--- config.mk ---
export PLATFORM = sky130hd
export DESIGN_NAME = rsa_modular_exponentiation
export DESIGN_NICKNAME = d
export VERILOG_FILES = /design/src/sv/rme_pkg.sv /design/src/sv/rme_mulmod.sv /design/src/sv/rsa_modular_exponentiation.sv
export SDC_FILE = /design/constraint.sdc
export NUM_CORES = 1
export LEC_CHECK = 0
export BUFFER_PORTS_ARGS = -buffer_cell sky130_fd_sc_hd__buf_2
export CAP_MARGIN = 10
export CORE_AREA = 4 4 212 214
export CTS_CLUSTER_DIAMETER = 30
export DETAILED_ROUTE_END_ITERATION = 16
export DIE_AREA = 0 0 216 218
export GPL_TIMING_DRIVEN = 0
export MAX_ROUTING_LAYER = met4
export SLEW_MARGIN = 10
export SYNTH_ARGS = -nofsm -noshare
export SYNTH_HDL_FRONTEND = slang
export SYNTH_HIERARCHICAL = 1
export SYNTH_SLANG_ARGS = --single-unit
--- constraint.sdc ---
create_clock -name aclk -period 5.5 [get_ports aclk]
set_input_delay 0.825 -clock aclk [delete_from_list [all_inputs] [get_ports aclk]]
set_output_delay 0.825 -clock aclk [all_outputs]
set_load 0.02 [all_outputs]
--- src/sv/rme_pkg.sv ---
// Package for the RSA modular exponentiation block.
// Holds widths, register indexes, reset values, FSM state type, the multiplier interface structs
// and the width conversion functions. No dependencies.
package rme_pkg;

    // Working width of the modular arithmetic (8 to 64)
    localparam int MOD_W     = 32;
    // Field and register widths
    localparam int DATA_W    = 32;
    localparam int EXP_W     = 32;
    localparam int MCNT_W    = $clog2(MOD_W + 1);
    localparam int ECNT_W    = $clog2(EXP_W + 1);
    localparam int CFG_IDX_W = 1;

    // Configuration register indexes
    localparam logic [CFG_IDX_W-1:0] REG_EXPONENT = 1'b0;
    localparam logic [CFG_IDX_W-1:0] REG_MODULUS  = 1'b1;

    // Reset values of the configuration registers
    localparam logic [DATA_W-1:0] EXPONENT_RST = DATA_W'(1);
    localparam logic [DATA_W-1:0] MODULUS_RST  = DATA_W'(2);

    typedef logic [MOD_W-1:0] mod_word_t;

    // Sequencer states
    typedef enum logic [2:0] {
        ST_IDLE,
        ST_REDUCE,
        ST_SQR,
        ST_MUL,
        ST_OUT
    } rme_state_t;

    // Multiplier request: product a * b mod m, a < m
    typedef struct packed {
        logic      start;
        mod_word_t a;
        mod_word_t b;
        mod_word_t m;
    } mm_req_t;

    // Multiplier status
    typedef struct packed {
        logic busy;
        logic done;
    } mm_stat_t;

    // 32-bit field to working width (zero-extend or truncate)
    function automatic mod_word_t to_mod(input logic [DATA_W-1:0] x);
        mod_word_t r;
        r = '0;
        for (int i = 0; i < MOD_W; i++) begin
            if (i < DATA_W) r[i] = x[i];
        end
        return r;
    endfunction

    // Working width to 32-bit field
    function automatic logic [DATA_W-1:0] from_mod(input mod_word_t x);
        logic [DATA_W-1:0] r;
        r = '0;
        for (int i = 0; i < DATA_W; i++) begin
            if (i < MOD_W) r[i] = x[i];
        end
        return r;
    endfunction

endpackage

--- src/sv/rme_mulmod.sv ---
// Bit-serial modular multiplier: a * b mod m, one bit of b per cycle, MSB first.
// Depends on rme_pkg.
module rme_mulmod (
    input  logic              aclk,
    input  logic              aresetn,
    input  rme_pkg::mm_req_t  req,
    output rme_pkg::mm_stat_t stat,
    output rme_pkg::mod_word_t result
);

    rme_pkg::mod_word_t              a_reg, m_reg, b_sh_reg, acc_reg;
    rme_pkg::mod_word_t              acc_next;
    logic [rme_pkg::MCNT_W-1:0]      cnt_reg;
    logic                            done_reg;
    logic [rme_pkg::MOD_W+1:0]       t_sum, m1_ext, m2_ext;

    // acc = 2*acc + bit*a, then fold back below m (sum stays under 3m)
    always_comb begin
        t_sum  = {1'b0, acc_reg, 1'b0}
               + (b_sh_reg[rme_pkg::MOD_W-1] ? {2'b00, a_reg} : '0);
        m1_ext = {2'b00, m_reg};
        m2_ext = {1'b0, m_reg, 1'b0};
        priority if (t_sum >= m2_ext) begin
            acc_next = rme_pkg::MOD_W'(t_sum - m2_ext);
        end else if (t_sum >= m1_ext) begin
            acc_next = rme_pkg::MOD_W'(t_sum - m1_ext);
        end else begin
            acc_next = rme_pkg::MOD_W'(t_sum);
        end
    end

    // bit counter and done pulse
    always_ff @(posedge aclk) begin
        if (!aresetn) begin
            cnt_reg  <= '0;
            done_reg <= 1'b0;
        end else if (req.start && cnt_reg == '0) begin
            cnt_reg  <= rme_pkg::MCNT_W'(rme_pkg::MOD_W);
            done_reg <= 1'b0;
        end else if (cnt_reg != '0) begin
            cnt_reg  <= cnt_reg - 1'b1;
            done_reg <= (cnt_reg == rme_pkg::MCNT_W'(1));
        end else begin
            done_reg <= 1'b0;
        end
    end

    // operand and accumulator datapath
    always_ff @(posedge aclk) begin
        if (req.start && cnt_reg == '0) begin
            a_reg    <= req.a;
            m_reg    <= req.m;
            b_sh_reg <= req.b;
            acc_reg  <= '0;
        end else if (cnt_reg != '0) begin
            acc_reg  <= acc_next;
            b_sh_reg <= {b_sh_reg[rme_pkg::MOD_W-2:0], 1'b0};
        end
    end

    assign stat.busy = (cnt_reg != '0);
    assign stat.done = done_reg;
    assign result    = acc_reg;

endmodule

--- src/sv/rsa_modular_exponentiation.sv ---
// Top level: RSA modular exponentiation by left-to-right square-and-multiply.
// Depends on rme_pkg and rme_mulmod (shared bit-serial modular multiplier).
//
// Channel  | Dir | Ports                              | Content
// ---------+-----+------------------------------------+------------------------------
// input    | in  | s_tvalid s_tready s_tdata s_tlast  | message_value, last_in
// result   | out | m_tvalid m_tready m_tdata m_tlast  | result_value, last_out
// config   | in  | cfg_wr_en cfg_addr cfg_wdata       | 0: exponent, 1: modulus
//
// Each beat runs from accept to the next accept through the reduction, one squaring per
// exponent bit and one multiply per set bit, each of MOD_W bit steps and a done pulse in
// the single shared bit-serial multiplier.
// A modulus below 2 returns 0 without using the multiplier.
// Reset is synchronous, active low; it sets exponent to 1 and modulus to 2.
// A finished result waits in the output register; the next beat is taken meanwhile.
module rsa_modular_exponentiation (
    input  logic                            aclk,
    input  logic                            aresetn,
    // input channel
    input  logic                            s_tvalid,
    output logic                            s_tready,
    input  logic [rme_pkg::DATA_W-1:0]      s_tdata,   // [31:0] message_value
    input  logic                            s_tlast,   // last_in
    // result channel
    output logic                            m_tvalid,
    input  logic                            m_tready,
    output logic [rme_pkg::DATA_W-1:0]      m_tdata,   // [31:0] result_value
    output logic                            m_tlast,   // last_out
    // configuration
    input  logic                            cfg_wr_en,
    input  logic [rme_pkg::CFG_IDX_W-1:0]   cfg_addr,
    input  logic [rme_pkg::DATA_W-1:0]      cfg_wdata
);

    rme_pkg::rme_state_t             state_reg, state_next;
    logic [rme_pkg::DATA_W-1:0]      exponent_reg, modulus_reg;
    logic [rme_pkg::EXP_W-1:0]       exp_sh_reg, exp_sh_next;
    logic [rme_pkg::ECNT_W-1:0]      ecnt_reg, ecnt_next;
    rme_pkg::mod_word_t              m_reg, m_next;
    rme_pkg::mod_word_t              base_reg, base_next;
    rme_pkg::mod_word_t              acc_reg, acc_next;
    logic                            last_reg, last_next;
    logic                            m_tvalid_reg;
    logic [rme_pkg::DATA_W-1:0]      m_tdata_reg;
    logic                            m_tlast_reg;
    logic                            out_load;
    rme_pkg::mm_req_t                mm_req;
    rme_pkg::mm_stat_t               mm_stat;
    rme_pkg::mod_word_t              mm_res;
    rme_pkg::mod_word_t              mod_in;

    // configuration registers
    always_ff @(posedge aclk) begin
        if (!aresetn) begin
            exponent_reg <= rme_pkg::EXPONENT_RST;
            modulus_reg  <= rme_pkg::MODULUS_RST;
        end else if (cfg_wr_en) begin
            unique case (cfg_addr)
                rme_pkg::REG_EXPONENT: exponent_reg <= cfg_wdata;
                rme_pkg::REG_MODULUS:  modulus_reg  <= cfg_wdata;
                default: ;
            endcase
        end
    end

    rme_mulmod u_mulmod (
        .aclk    (aclk),
        .aresetn (aresetn),
        .req     (mm_req),
        .stat    (mm_stat),
        .result  (mm_res)
    );

    assign mod_in   = rme_pkg::to_mod(modulus_reg);
    assign s_tready = (state_reg == rme_pkg::ST_IDLE);
    assign out_load = (state_reg == rme_pkg::ST_OUT) && (!m_tvalid_reg || m_tready);

    // sequencer: reduce, then square (and multiply) per exponent bit; a modulus below 2 goes straight to output
    always_comb begin
        state_next  = state_reg;
        exp_sh_next = exp_sh_reg;
        ecnt_next   = ecnt_reg;
        m_next      = m_reg;
        base_next   = base_reg;
        acc_next    = acc_reg;
        last_next   = last_reg;
        mm_req      = '{start: 1'b0, a: mm_res, b: mm_res, m: m_reg};
        unique case (state_reg)
            rme_pkg::ST_IDLE: begin
                if (s_tvalid) begin
                    m_next      = mod_in;
                    exp_sh_next = exponent_reg;
                    last_next   = s_tlast;
                    if (mod_in < rme_pkg::MOD_W'(2)) begin
                        acc_next   = '0;
                        state_next = rme_pkg::ST_OUT;
                    end else begin
                        // value mod m as 1 * value mod m
                        mm_req     = '{start: 1'b1, a: rme_pkg::MOD_W'(1),
                                       b: rme_pkg::to_mod(s_tdata), m: mod_in};
                        state_next = rme_pkg::ST_REDUCE;
                    end
                end
            end
            rme_pkg::ST_REDUCE: begin
                if (mm_stat.done) begin
                    base_next  = mm_res;
                    ecnt_next  = rme_pkg::ECNT_W'(rme_pkg::EXP_W);
                    mm_req     = '{start: 1'b1, a: rme_pkg::MOD_W'(1),
                                   b: rme_pkg::MOD_W'(1), m: m_reg};
                    state_next = rme_pkg::ST_SQR;
                end
            end
            rme_pkg::ST_SQR: begin
                if (mm_stat.done) begin
                    acc_next = mm_res;
                    if (exp_sh_reg[rme_pkg::EXP_W-1]) begin
                        mm_req     = '{start: 1'b1, a: mm_res, b: base_reg, m: m_reg};
                        state_next = rme_pkg::ST_MUL;
                    end else begin
                        exp_sh_next = {exp_sh_reg[rme_pkg::EXP_W-2:0], 1'b0};
                        ecnt_next   = ecnt_reg - 1'b1;
                        if (ecnt_reg == rme_pkg::ECNT_W'(1)) begin
                            state_next = rme_pkg::ST_OUT;
                        end else begin
                            mm_req.start = 1'b1;
                        end
                    end
                end
            end
            rme_pkg::ST_MUL: begin
                if (mm_stat.done) begin
                    acc_next    = mm_res;
                    exp_sh_next = {exp_sh_reg[rme_pkg::EXP_W-2:0], 1'b0};
                    ecnt_next   = ecnt_reg - 1'b1;
                    if (ecnt_reg == rme_pkg::ECNT_W'(1)) begin
                        state_next = rme_pkg::ST_OUT;
                    end else begin
                        mm_req.start = 1'b1;
                        state_next   = rme_pkg::ST_SQR;
                    end
                end
            end
            rme_pkg::ST_OUT: begin
                if (out_load) state_next = rme_pkg::ST_IDLE;
            end
            default: state_next = rme_pkg::ST_IDLE;
        endcase
    end

    always_ff @(posedge aclk) begin
        if (!aresetn) begin
            state_reg <= rme_pkg::ST_IDLE;
        end else begin
            state_reg <= state_next;
        end
    end

    // working registers
    always_ff @(posedge aclk) begin
        exp_sh_reg <= exp_sh_next;
        ecnt_reg   <= ecnt_next;
        m_reg      <= m_next;
        base_reg   <= base_next;
        acc_reg    <= acc_next;
        last_reg   <= last_next;
    end

    // output register
    always_ff @(posedge aclk) begin
        if (!aresetn) begin
            m_tvalid_reg <= 1'b0;
        end else if (out_load) begin
            m_tvalid_reg <= 1'b1;
        end else if (m_tready) begin
            m_tvalid_reg <= 1'b0;
        end
    end

    always_ff @(posedge aclk) begin
        if (out_load) begin
            m_tdata_reg <= rme_pkg::from_mod(acc_reg);
            m_tlast_reg <= last_reg;
        end
    end

    assign m_tvalid = m_tvalid_reg;
    assign m_tdata  = m_tdata_reg;
    assign m_tlast  = m_tlast_reg;

    // a beat is only taken while the multiplier is free
    a_accept_idle: assert property (@(posedge aclk) disable iff (!aresetn)
        (s_tvalid && s_tready) |-> !mm_stat.busy)
        else $error("beat accepted while multiplier busy");

    // multiplier finishes only while the sequencer waits on it
    a_done_state: assert property (@(posedge aclk) disable iff (!aresetn)
        mm_stat.done |-> (state_reg == rme_pkg::ST_REDUCE || state_reg == rme_pkg::ST_SQR
                          || state_reg == rme_pkg::ST_MUL))
        else $error("multiplier done outside a wait state");

    // delivered value is reduced below the modulus, unless the modulus is below 2
    a_result_range: assert property (@(posedge aclk) disable iff (!aresetn)
        out_load |-> (acc_reg < m_reg || m_reg < rme_pkg::MOD_W'(2)))
        else $error("result not reduced");

    // multiplier starts only when idle
    a_start_free: assert property (@(posedge aclk) disable iff (!aresetn)
        mm_req.start |-> !mm_stat.busy)
        else $error("multiplier started while busy");

endmodule
==> out/metrics.yaml, run 1 <==
critical_path:
  timing.rr.end: "u_mulmod/result[30]$_SDFFE_PP0N_"
  cp.arrival_ns: 5.85
  critPathMaxStageDelay_ns: 0.54
  critical_path_class: "flop to flop"
  crit_path_start_kind: "flop"
  end_kind: "flop"
  worst-path-max-fanout: 10
  worstPathCellList: "buf_6 > and2_1 > ha_2 > and3_4 > a211o_1 > a21oi_4 > a31oi_4 > a21oi_4 > o21bai_1 > a21oi_2 > xnor2_2 > ha_1 > nand4_1 > nor2_4 > nand3_1 > o31ai_4 > nor3_2 > o31ai_4 > buf_4 > nor4_4 > and2_4 > buf_6 > a221o_1"
  r2r_slack_ns: 0.15
  cp_slowest_cell: "edfxtp_1"
  r2r_cells: 23
  r2r_start: "u_mulmod/b_sh_reg[31]$_DFFE_PP_"
  worstPathRequired_ns: 5.99
timing:
  finalWorstSetupSlack_ns: 0.146
  post-route-min-period_ns: 5.35
  finClkSkew_ns: 0.0326
  maxSlewViolCount: 0
  setup_violations: 0
  max_slew_margin_pct: 37.3
  fin_hold_ws_ns: 0.395
  fmax_mhz: 187
  finalCritPeriodShare_pct: 97.3
  hold_violations: 0
  tightest_slew_ns: 0.941
yosys:
  yosysSeqAreaShare_pct: 49.2
  synth-seq-cells: 371
  syn_area_mm2: 0.0205
  syn-num-nets: 2111
  synth_edf_count: 264
  syn_avg_cell_area_um2: 10.6
  synthCells: 1937
  synth-async-reset-ratio_pct: 0
  ys_warn_count: 6
  synth_flop_cell: "edfxtp_1"
  synth.distinct_cells: 86
min_path:
  min_from: "s_tlast"
  min_to: "last_reg$_DFFE_PP_"
  hold_path_class: "input port to flop"
  min_path_cells: 1
die:
  ios: 106
  coreArea_mm2: 0.0429
  die_x_um: 216
  die_h_um: 218
  placementRows: 76
  start_util_pct: 47.7
  die_area_mm2: 0.0471
grt:
  track_usage_pct: 25.6
  overflow: 0
  grt_max_degree: 42
  grt_pass1_vias: 15900
  grt_antenna_before_repair: 0
  grt_pass1_wl_um: 91500
detailed_routing:
  first_pass_iters: 5
  wl_per_cell_um: 21.3
  detail_route.vias_per_cell: 5.77
  drt_iter0_drc: 1359
  routed_wl_um: 60200
  vias: 16300
  drc: 0
  antenna_left: 0
layout:
  seqCellArea_mm2: 0.0101
  final_common_cell: "edfxtp_1"
  antenna_cells: 0
  drive_gt1_share_pct: 21.9
  fin_nets: 2336
  multiInputGateArea_mm2: 0.0105
  syn2layout_area_growth_pct: 27.6
  fillers: 3532
  final_cell_mix: "edfxtp_1 (264), nand2_1 (234), a21oi_1 (113)"
clocking:
  clkTransAtPathRegs_ns: 0.05
  htree_levels: 3
  cts_buffers: 92
  root_buffer: "clkbuf_16"
  cts_sinks: 371
  cts_tree: "done"
  cts_max_path_buffers: 3
  clk-insertion-delay-late_ns: 0.62
outcome:
  status: "finished clean"
place:
  port_buffers: 105
  dpl.hpwl_um: 43900
  gp_congestion: 0.952
  pre_cts_slack_ns: -0.857
run:
  cap_violations: 0
==> per-stage QoR <==
stage | cells | cell area [um2] | utilization, % | setup TNS, ns
after floorplan | 1937 | 20500 | - | 0
after CTS | 2813 | 25400 | 59.2 | 0
after detailed placement | 2631 | 21800 | 50.9 | -23.24
after global routing | 2826 | 26100 | 60.9 | -0.662
after global placement | 2627 | 21700 | 50.7 | -23.25
final | 2826 | 26100 | 60.9 | 0
==> worst max-delay path by stage <==
stage / start / end / slack, ns
2_1_floorplan: u_mulmod/b_sh_reg[31]$_DFFE_PP_ / u_mulmod/result[30]$_SDFFE_PP0N_ / 0.56
3_3_place_gp: u_mulmod/b_sh_reg[31]$_DFFE_PP_ / u_mulmod/result[29]$_SDFFE_PP0N_ / -0.85
3_5_place_dp: u_mulmod/b_sh_reg[31]$_DFFE_PP_ / u_mulmod/result[18]$_SDFFE_PP0N_ / -0.86
4_1_cts: u_mulmod/b_sh_reg[31]$_DFFE_PP_ / u_mulmod/result[7]$_SDFFE_PP0N_ / 0.001
5_1_grt: u_mulmod/b_sh_reg[31]$_DFFE_PP_ / u_mulmod/result[30]$_SDFFE_PP0N_ / -0.07
6_report: u_mulmod/b_sh_reg[31]$_DFFE_PP_ / u_mulmod/result[30]$_SDFFE_PP0N_ / 0.15
==> critical path, delay by kind of cell, from the launching register on <==
family	cells	cell delay (ns)
buf+inv	3	0.53
flops	1	0.54
compound gates	9	2.03
simple gates	8	1.26
xor+xnor	1	0.15
fa+ha+maj	2	0.69
==> what timing repair did <==
item | 4_1_cts | 5_1_grt
gates resized for setup | 45 | 111
gates cloned | 0 | 1
setup endpoints to repair | 32 | 32
pin swaps | 12 | 38
endpoints found under the hold margin | 0 | 0
hold buffers | 0 | 0
setup buffers | 12 | 15
==> synthesized netlist by cell type, drive strengths merged (5+ instances only) <==
cell,number,share of area (%)
buf,25,0.75
mux2,62,3.4
a21oi,128,3.1
nor2,81,1.6
xor2,35,1.5
a221o,26,1.3
a211oi,16,0.59
ha,100,6.1
o21ai,83,2.0
a31oi,9,0.31
o31ai,9,0.33
a22o,41,1.8
a21boi,63,2.3
a211o,5,0.21
inv,70,1.3
o311ai,14,0.60
nor4,13,0.43
o21bai,10,0.37
o221ai,15,0.64
nor3,20,0.57
nand4,15,0.46
nand2b,15,0.46
xnor2,59,2.5
nand3,20,0.49
o211ai,13,0.50
a21o,38,1.4
clkbuf,70,1.3
and2,72,2.2
a22oi,24,0.88
mux2i,22,1.1
a221oi,17,0.73
nand2,241,4.4
dfxtp,107,10
o21a,16,0.59
nor2b,52,1.6
edfxtp,264,39
and3,9,0.28
==> area by class of cell <==
class | instances | area share, %
plain buffers | 89 | 1.72
clock buffers | 125 | 10.1
clock inverters | 48 | 2.31
inverters | 72 | 1.04
multi-input cells | 1399 | 40.2
flip-flops and latches | 371 | 38.6
well taps | 585 | 2.80
repair buffers | 137 | 3.22
==> kinds of logic (layout without fill, tap and decap cells) <==
| logic type | after synthesis | after routing | synth area share (%) |
|---|---|---|---|
| adder cells (fa/ha/maj) | 103 | 103 | 6.41 |
| buffers and inverters | 167 | 471 | 3.35 |
| XOR/XNOR | 94 | 94 | 4.02 |
| flip-flops | 371 | 371 | 49.2 |
| AND/OR/NAND/NOR | 557 | 557 | 13.2 |
| multiplexers | 84 | 84 | 4.49 |
| AO/OA/AOI/OAI | 561 | 561 | 19.3 |
==> metal layers <==
| metal | wire [um] | track usage, % | up-vias |
|---|---|---|---|
| met2 | 27900 | 39.7 | 596 |
| met4 | 1890 | 9.22 | 0 |
| met1 | 26900 | 34.2 | 7893 |
| li1 | - | - | 7710 |
| met5 | 0 | - | - |
| met3 | 3580 | 4.46 | 97 |
Power of run 1 is not shown: default switching activity piles up to over one toggle a cycle in this logic, so the estimate is an artifact.
==> run 2: changes to the inputs <==
--- a/config.mk
+++ b/config.mk
@@ -13,6 +13,7 @@
 export DIE_AREA = 0 0 216 218
 export GPL_TIMING_DRIVEN = 0
 export MAX_ROUTING_LAYER = met4
+export RECOVER_POWER = 50
 export SLEW_MARGIN = 10
 export SYNTH_ARGS = -nofsm -noshare
 export SYNTH_HDL_FRONTEND = slang
==> run 2 against run 1 <==
The flow now finishes with violations (max-capacitance violations, max-slew violations). Critical path depth unchanged. Count of clock-buffer cells in the layout unchanged. Utilization down 0.31 points. Clock skew fell by 0.0022 ns. Global-route usage did not move. Design area is 0.51% lower. Routed wire length barely moved.
==> out/metrics.yaml, run 2 (synthesis gave the netlist of run 1 again) <==
outcome:
  status: "complete, but fails checks"
  violations: "max-capacitance violations, max-slew violations"
timing:
  hold_violations: 0  # unchanged
  tightest_slew_ns: 1.89  # +0.950 ns
  finalCritPeriodShare_pct: 97.2  # -0.16 points
  setup_violations: 0  # unchanged
  finClkSkew_ns: 0.0304  # -0.00217 ns
  finalWorstSetupSlack_ns: 0.154  # +0.00856 ns
  fmax_mhz: 187  # +0.16%
  post-route-min-period_ns: 5.35  # -0.00856 ns
  maxSlewViolCount: 42  # +42
  max_slew_margin_pct: -27.7  # -65 points
  fin_tns_setup_ns: 0  # unchanged
place:
  dpl.hpwl_um: 43900  # unchanged
  port_buffers: 105  # unchanged
  gp_congestion: 0.952  # unchanged
  pre_cts_slack_ns: -0.857  # unchanged
  place_inst: 2631  # unchanged
die:
  placementRows: 76  # unchanged
  coreArea_mm2: 0.0429  # unchanged
  die_h_um: 218  # unchanged
  start_util_pct: 47.7  # unchanged
  die_x_um: 216  # unchanged
  ios: 106  # unchanged
  die_area_mm2: 0.0471  # unchanged
clocking:
  htree_levels: 3  # unchanged
  cts_max_path_buffers: 3  # unchanged
  clkTransAtPathRegs_ns: 0.05  # about the same
  cts_buffers: 92  # unchanged
  clk-insertion-delay-late_ns: 0.62  # about the same
  root_buffer: "clkbuf_16"
  cts_tree: "done"
  cts_sinks: 371  # unchanged
min_path:
  hold_path_class: "input port to flop"
detailed_routing:
  antenna_left: 0  # unchanged
  drt_iter0_drc: 1355  # -0.29%
  detail_route.vias_per_cell: 5.76  # about the same
  wl_per_cell_um: 21.3  # about the same
  vias: 16300  # -0.086%
  routed_wl_um: 60200  # about the same
  first_pass_iters: 5  # unchanged
  drc: 0  # unchanged
layout:
  final_cell_mix: "edfxtp_1 (264), nand2_1 (234), clkbuf_1 (118)"
  antenna_cells: 0  # unchanged
  fin_util_pct: 60.6  # -0.31 points
  drive_gt1_share_pct: 20.0  # -1.9 points
  fin_cells: 2826  # unchanged
  fin_nets: 2336  # unchanged
  syn2layout_area_growth_pct: 26.9
  final_common_cell: "edfxtp_1"
grt:
  grt_antenna_before_repair: 0  # unchanged
  grt_pass1_wl_um: 91500  # unchanged
  grt_max_degree: 42  # unchanged
  grt_pass1_vias: 15900  # unchanged
  track_usage_pct: 25.6  # unchanged
  overflow: 0  # unchanged
critical_path:
  r2r_slack_ns: 0.15  # about the same
  crit_path_start_kind: "flop"
  worstPathRequired_ns: 5.99  # about the same
  cp.arrival_ns: 5.84  # about the same
  end_kind: "flop"
  critical_path_class: "flop to flop"
  worst-path-max-fanout: 10  # unchanged
run:
  cap_violations: 3  # +3
==> run 2: changes by cell type in the layout (fill, tap and decap cells not counted), sizes merged <==
| cell | delta |
|---|---|
| clkbuf | +40 |
| buf | -40 |
==> run 2: area by class of cell <==
| class | count | area (um2) |
|---|---|---|
| clock buffers | 125 | 2640 |
| plain buffers | 89 | 448 |
| well taps | 585 | 732 |
| fillers | 3565 | 16900 |
| flip-flops and latches | 371 | 10100 |
| repair buffers | 137 | 754 |
| multi-input cells | 1399 | 10500 |
| clock inverters | 48 | 603 |
| inverters | 72 | 273 |
==> run 2: timing repair <==
action / 4_1_cts / 5_1_grt
resized for setup: 45 / 111
hold buffers: 0 / 0
cloned: 0 / 1
setup endpoints to repair: 32 / 32
setup buffers: 12 / 15
pin swaps: 12 / 38
==> run 2: critical path, stage by stage (launching register included) <==
cell	delay [ns]
edfxtp_1	0.55
buf_6	0.20
and2_1	0.15
ha_2	0.39
o211ai_1	0.14
o211ai_1	0.31
nand2_2	0.15
a31oi_4	0.24
a21oi_4	0.10
o21bai_1	0.18
a21oi_2	0.10
xnor2_2	0.20
ha_1	0.37
nand4_1	0.22
nor2_4	0.19
nand3_1	0.15
o31ai_4	0.30
nor3_2	0.11
o31ai_4	0.26
buf_4	0.18
nor4_4	0.05
and2_4	0.17
buf_6	0.14
a221o_1	0.33
==> run 2: stage by stage <==
step | instance area (um2) | hold slack [ns]
2_1_floorplan | 20500 | 0.400
3_5_place_dp | 21800 | 0.405
3_3_place_gp | 21700 | 0.402
5_1_grt | 26000 | 0.373
6_report | 26000 | 0.396
4_1_cts | 25400 | 0.365
==> run 2: metal layers <==
metal,up-vias,part of all wire [%],track usage (%)
met4,0,3.2,9.22
met2,559,46,39.7
met1,7917,45,34.2
met5,-,0,-
li1,7715,-,-
met3,91,5.7,4.46
==> run 2: worst paths after layout <==
kind                                                      start                               end  cells past startpoint
worst max-delay path            u_mulmod/b_sh_reg[31]$_DFFE_PP_  u_mulmod/result[30]$_SDFFE_PP0N_                     23
worst min-delay path                                    s_tlast                last_reg$_DFFE_PP_                      1
worst max register to register  u_mulmod/b_sh_reg[31]$_DFFE_PP_  u_mulmod/result[30]$_SDFFE_PP0N_                     23
worst min register to register               last_reg$_DFFE_PP_                 m_tlast$_DFFE_PP_                      0
Power of run 2 is left out for the same reason.
